--- src/design/rssi_device_table_locator_unit_assert.svh ---
// assertion macros for the rssi device table locator
// used by the top level only, needs clk and rst in scope
`ifndef RSSI_DEVICE_TABLE_LOCATOR_UNIT_ASSERT_SVH
`define RSSI_DEVICE_TABLE_LOCATOR_UNIT_ASSERT_SVH

// checked only out of reset
`define RDTL_CHECK(name, prop, msg) \
  name: assert property (@(posedge clk) disable iff (rst) prop) else $error(msg);

// checked in every cycle, reset included
`define RDTL_CHECK_ALWAYS(name, prop, msg) \
  name: assert property (@(posedge clk) prop) else $error(msg);

`endif

--- src/design/rdtl_pkg.sv ---
// shared types, codes and the weight table builder for the device locator
// no dependencies
package rdtl_pkg;

  localparam int MAX_NODES        = 3;
  localparam int DEVICE_SLOTS_DEF = 32;
  localparam int NODES_DEF        = 3;
  localparam int PATH_EXP_DEF     = 25;
  localparam int MAX_RESULTS      = 32;
  localparam int MIN_NODES        = 2;
  localparam int W_W              = 17;   // weight width, weights stay below 2^16
  localparam int SX_W             = 36;   // weighted coordinate sum
  localparam int SW_W             = 19;   // weight sum
  localparam int DVD_W            = 36;   // rounded dividend magnitude
  localparam int Q_W              = 16;   // quotient magnitude
  localparam logic [63:0] TENTH_Q32 = 64'd429496730;

  // register indexes
  localparam logic [2:0] REG_TX    = 3'd0;
  localparam logic [2:0] REG_STALE = 3'd1;
  localparam logic [2:0] REG_N1X   = 3'd2;
  localparam logic [2:0] REG_N1Y   = 3'd3;
  localparam logic [2:0] REG_N2X   = 3'd4;
  localparam logic [2:0] REG_N2Y   = 3'd5;
  localparam logic [2:0] REG_N3X   = 3'd6;
  localparam logic [2:0] REG_N3Y   = 3'd7;

  // result kinds
  localparam logic [1:0] KIND_REPORT = 2'd0;
  localparam logic [1:0] KIND_POS    = 2'd1;
  localparam logic [1:0] KIND_EMPTY  = 2'd2;

  // command classes between front and back
  localparam logic [1:0] CMD_REPORT = 2'd0;
  localparam logic [1:0] CMD_BAD    = 2'd1;
  localparam logic [1:0] CMD_SWEEP  = 2'd2;

  typedef struct packed {
    logic [7:0]                  ref_power;
    logic [31:0]                 stale_limit;
    logic [MAX_NODES-1:0][15:0]  node_x;
    logic [MAX_NODES-1:0][15:0]  node_y;
  } cfg_t;

  typedef struct packed {
    logic [1:0]  cmd;
    logic [31:0] hash;
    logic [1:0]  node;   // node number minus one
    logic [7:0]  rssi;
    logic [31:0] now_ms;
  } cmd_t;

  typedef struct packed {
    logic [31:0]                hash;
    logic [31:0]                time_ms;
    logic [31:0]                count;
    logic [MAX_NODES-1:0][7:0]  rssi;
    logic [MAX_NODES-1:0]       seen;
  } slot_t;

  typedef struct packed {
    logic [1:0]  kind;
    logic        status;
    logic [31:0] hash;
    logic [15:0] pos_x;
    logic [15:0] pos_y;
    logic [31:0] seen_at;
    logic [31:0] total;
    logic        last;
  } result_t;

  typedef logic [W_W-1:0] wrom_t [256];

  function automatic logic [63:0] mulq32(logic [63:0] a, logic [63:0] b);
    logic [63:0] p;
    p = a * b;
    return p >> 32;
  endfunction

  // shift-subtract division, evaluated at elaboration only
  function automatic logic [63:0] long_div(logic [63:0] num, logic [63:0] den);
    logic [64:0] rem;
    logic [63:0] q;
    rem = '0;
    q   = '0;
    for (int b = 63; b >= 0; b--) begin
      rem = {rem[63:0], num[b]};
      if (rem >= {1'b0, den}) begin
        rem  = rem - {1'b0, den};
        q[b] = 1'b1;
      end
    end
    return q;
  endfunction

  // q16.16 of 1/(dist^2 + 1e-4) for each path loss step
  function automatic wrom_t build_wrom(int pexp);
    wrom_t       rom;
    logic [63:0] lo, hi, mid, acc, f, t, num, den, w;
    lo = '0;
    hi = 64'hFFFF_FFFF;
    for (int it = 0; it < 40; it++) begin
      if (lo < hi) begin
        mid = lo + ((hi - lo + 64'd1) >> 1);
        acc = mid;
        for (int k = 1; k < 64; k++) begin
          if (k < pexp) acc = mulq32(acc, mid);
        end
        if (acc <= TENTH_Q32) lo = mid;
        else hi = mid - 64'd1;
      end
    end
    f = lo;
    t = 64'd1 << 32;
    for (int i = 0; i < 256; i++) begin
      num    = t * 64'd655360000;
      den    = (64'd10000 << 32) + t;
      w      = long_div(num + (den >> 1), den);
      rom[i] = w[W_W-1:0];
      t      = mulq32(mulq32(t, f), f);
    end
    return rom;
  endfunction

endpackage

--- src/design/rdtl_front.sv ---
// input side: classifies each transaction and queues it for the engine
// depends on rdtl_pkg
module rdtl_front #(
  parameter int NODES = rdtl_pkg::NODES_DEF
) (
  input  logic           clk,
  input  logic           rst,
  input  logic           s_valid,
  output logic           s_ready,
  input  logic           mode,
  input  logic [31:0]    device_hash,
  input  logic [7:0]     node_number,
  input  logic [7:0]     rssi_dbm,
  input  logic [31:0]    now_ms,
  output logic           q_valid,
  output rdtl_pkg::cmd_t q_entry,
  input  logic           q_pop
);

  rdtl_pkg::cmd_t entries [2];
  rdtl_pkg::cmd_t incoming;
  logic           wptr, rptr;
  logic [1:0]     count;
  logic           push;

  always_comb begin
    incoming.hash   = device_hash;
    incoming.node   = 2'(node_number - 8'd1);
    incoming.rssi   = rssi_dbm;
    incoming.now_ms = now_ms;
    priority if (mode) begin
      incoming.cmd = rdtl_pkg::CMD_SWEEP;
    end else if (node_number == 8'd0 || node_number > 8'(NODES)) begin
      incoming.cmd = rdtl_pkg::CMD_BAD;
    end else begin
      incoming.cmd = rdtl_pkg::CMD_REPORT;
    end
  end

  assign s_ready = (count != 2'd2);
  assign push    = s_valid && s_ready;
  assign q_valid = (count != 2'd0);
  assign q_entry = entries[rptr];

  always_ff @(posedge clk) begin
    if (push) begin
      entries[wptr] <= incoming;
    end
    if (rst) begin
      wptr  <= 1'b0;
      rptr  <= 1'b0;
      count <= 2'd0;
    end else begin
      if (push) wptr <= ~wptr;
      if (q_pop) rptr <= ~rptr;
      count <= count + 2'(push) - 2'(q_pop);
    end
  end

endmodule

--- config.mk ---
export PLATFORM = sky130hd
export DESIGN_NAME = rdtl_front
export DESIGN_NICKNAME = d
export VERILOG_FILES = /design/src/design/rssi_device_table_locator_unit_assert.svh /design/src/design/rdtl_pkg.sv /design/src/design/rdtl_front.sv
export SDC_FILE = /design/constraint.sdc
export NUM_CORES = 1
export LEC_CHECK = 0
export ABC_CLOCK_PERIOD_IN_PS = 11900
export BUFFER_PORTS_ARGS = -buffer_cell sky130_fd_sc_hd__buf_2
export CAP_MARGIN = 30
export CORE_UTILIZATION = 50
export CTS_CLUSTER_DIAMETER = 80
export DETAILED_ROUTE_END_ITERATION = 7
export PLACE_DENSITY = 0.78
export SLEW_MARGIN = 20
export SYNTH_ARGS = -nofsm -noshare
export SYNTH_HDL_FRONTEND = slang
export SYNTH_SLANG_ARGS = --single-unit
--- constraint.sdc ---
create_clock -name clk -period 11.9 [get_ports clk]
set_clock_uncertainty 0.15 [all_clocks]
set_input_delay 1.785 -clock clk [delete_from_list [all_inputs] [get_ports clk]]
set_output_delay 1.785 -clock clk [all_outputs]
set_load 0.01 [all_outputs]
==> out/results.tsv <==
stage	metric	value	unit
synth	synthesized area	5900	um2
worst_hold_path	HP Class	reg -> reg	
timing	worst relative slew slack	0.507	
die	row count	39	
timing	RSZ-0062 raised after global routing	no	
power_and_ir_drop	Leak	0.00295	uW
power_and_ir_drop	Flop pwr share	0.478	
flow_run	MaxCap Viol Count	0	
clock_network	hold_buf cts	0	
timing	Hold Fails Final Rpt	0	
finish	Nets	532	
die	chip width	111	um
drt	Iter 0 DRT Violations	156	
finish	non-filler cells, final	601	
synth	multiplexer area fraction after synthesis	0.172	
finish	ratio of cells with drive above 1 in the final layout	0.600	
timing	actual slew at the worst max-slew pin	740	ps
drt	drt via density	4.98	
global_routing	largest net degree at the start of global routing	77	
synth	Ys Warns	0	
worst_setup_path	CP endpoint	q_entry[34]	
power_and_ir_drop	Internal	1140	uW
power_and_ir_drop	combinational share of power	0.133	
clock_network	post-CTS setup buffer count	0	
synth	xor/xnor share of the synthesized area	0.00297	
worst_setup_path	worst-path fanout max	45	
clock_network	post-CTS sizing	0	
finish	most frequent cells in the layout	buf_2, edfxtp_1, mux2_4, mux2_2, clkbuf_16	
synth	Synthesized Nets	355	
finish	Syn-to-layout area delta	27.5	%
finish	most common cell after layout, fill and taps aside	buf_2	
power_and_ir_drop	pwr dens	193	nW/um2
power_and_ir_drop	total net switching power	312	uW
worst_setup_path	reg2reg end	entries[0][59]$_DFFE_PP_	
drt	final wirelength	9640	um
die	Die Ht	111	um
synth	simple-gate share of the synthesized area	0.0129	
drt	first drt pass iteration count	4	
timing	Highest Clock Rate	0.234	GHz
global_routing	total congestion overflow	0	
timing	Max Slew Vio Count	0	
clock_network	clock root buffer	clkbuf_16	
worst_setup_path	Setup CP Type	reg -> out	
synth	sequential area share after synthesis	0.791	
worst_setup_path	crit-path max cell delay	670	ps
clock_network	Clock Sinks	157	
worst_setup_path	Worst setup EP type	output pin	
timing	clock period minus worst slack	4270	ps
drt	Remaining DRCs	0	
worst_setup_path	crit path cell chain	buf_4, mux2_2, buf_2	
timing	setup TNS	0	ps
die	Starting Density	0.515	
clock_network	Inserted Clock Buffers	17	
clock_network	H-tree levels	4	
drt	routed len/inst	16.0	um
synth	post-synthesis adder-cell area fraction	0.00636	
worst_setup_path	Reg2Reg Depth	5	
power_and_ir_drop	Max VDD drop	0.121	mV
power_and_ir_drop	Clock power frac	0.390	
synth	Synth cell types	21	
power_and_ir_drop	Net Sw Frac	0.215	
timing	Final Setup Violations	0	
worst_setup_path	startpoint types	flop	
timing	Final period util	0.359	
global_routing	global-route wire length before repair	14900	um
placed_design	# placed instances	567	
worst_setup_path	CP max stage cell	buf_4	
synth	Gate Count Post-Synth	267	
global_routing	total track usage	0.164	
clock_network	CTS tree	yes	
worst_setup_path	worst path required time	9970	ps
global_routing	initial antenna violation count	2	
drt	total number of vias	2995	
clock_network	maximum root-to-sink buffer count	2	
placed_design	DP Wirelength	6300	um
clock_network	Skew-Pair Late Insertion Delay	410	ps
outcome	status	finished, final reports clean	
synth	Compound-Gate Fraction of Synth Area	0.000848	
die	Core Region	11500	um2
worst_setup_path	R2R Path Start	count[0]$_SDFF_PP0_	
global_routing	number of global-route vias before repair	3072	
placed_design	Port-buffer cells	162	
die	I/O pins	163	
synth	largest family of logic cells by synthesized area	multiplexers	
die	die area	12200	um2
drt	Detail Route Antenna Nets	0	
synth	Synth Register Bits	157	
placed_design	GP Congestion	0.691	
worst_setup_path	reg-to-reg slack, setup	9960	ps
worst_setup_path	CP arrival	2340	ps
synth	Avg Inst Size Synth	22.1	um2
clock_network	clk slew on worst S/H paths	60	ps
-- logic make-up (layout without fill, tap and decap cells) --
kind of cell | count (synthesis) | in the layout
muxes | 77 | 77
adders and majority gates | 3 | 3
other | 0 | 1
buffers and inverters | 12 | 202
and+or+nand+nor | 15 | 15
DFF | 157 | 157
xor gates and xnor gates | 2 | 2
AOI/OAI and AO/OA | 1 | 1
-- synthesized netlist by cell type (all sizes together) --
cell,instances,share of area
and2,1,0.0011
ha,3,0.0064
mux2,77,0.17
and3,1,0.0011
nand2b,1,0.0011
xor2,1,0.0015
or2,1,0.0011
buf,8,0.011
nor4,1,0.0011
dfxtp,5,0.017
nor2b,2,0.0021
inv,4,0.0025
edfxtp,152,0.77
a21oi,1,0.00085
nor2,5,0.0032
xnor2,1,0.0015
nor3,2,0.0017
nand2,1,0.00064
-- power by group through the flow --
stage	Combinational (uW)	Clock, uW	Sequential [uW]
finish	193	566	693
global route	209	599	698
CTS	193	576	695
detailed placement	192	0	706
global placement	187	0	703
floorplan	123	0	701
-- state kept, by name, summed over array words and instances, names as in the netlist, named ones only --
register  count
count         2
entries     152
rptr          1
wptr          1
-- worst min-delay path by stage --
stage,from,endpoint,slack (ps),cells past startpoint
global placement,rptr$_SDFFE_PP0P_,rptr$_SDFFE_PP0P_,350,2
finish,count[1]$_SDFF_PP0_,count[1]$_SDFF_PP0_,380,2
global route,count[1]$_SDFF_PP0_,count[1]$_SDFF_PP0_,410,2
floorplan,rptr$_SDFFE_PP0P_,flop,330,2
detailed placement,rptr$_SDFFE_PP0P_,rptr$_SDFFE_PP0P_,370,2
CTS,count[1]$_SDFF_PP0_,count[1]$_SDFF_PP0_,390,2
-- metrics by stage --
step | hold slack, ps | setup WS (ps) | util | power, uW | area (um2)
floorplan | 330 | 6200 | - | 824 | 5900
global placement | 346 | 8060 | 0.598 | 891 | 6850
detailed placement | 368 | 8030 | 0.599 | 899 | 6870
CTS | 387 | 7580 | 0.654 | 1460 | 7500
global route | 412 | 7490 | 0.656 | 1510 | 7530
finish | 385 | 7630 | 0.656 | 1450 | 7530
-- cell type report --
class	instances	area, um2
antenna	1	2.50
clock buffer	19	433
fill	793	3940
multi-input combinational	98	1170
tap	143	179
sequential	157	4670
inverter	4	15.0
timing repair buffer	166	866
clock inverter	13	196
-- worst max-delay path, delay by kind of cell, from the launching register on --
| kind | cells | cell delay (ps) |
|---|---|---|
| buffers and inverters | 2 | 810 |
| flip-flops | 1 | 640 |
| multiplexers | 1 | 410 |
-- layer usage --
metal / global-route usage / wire, um
met4: 0.0880 / 213
met3: 0.0730 / 845
met1: 0.177 / 3850
met5: 0 / 16
met2: 0.270 / 4720
Power figures use the tool's default switching activity.
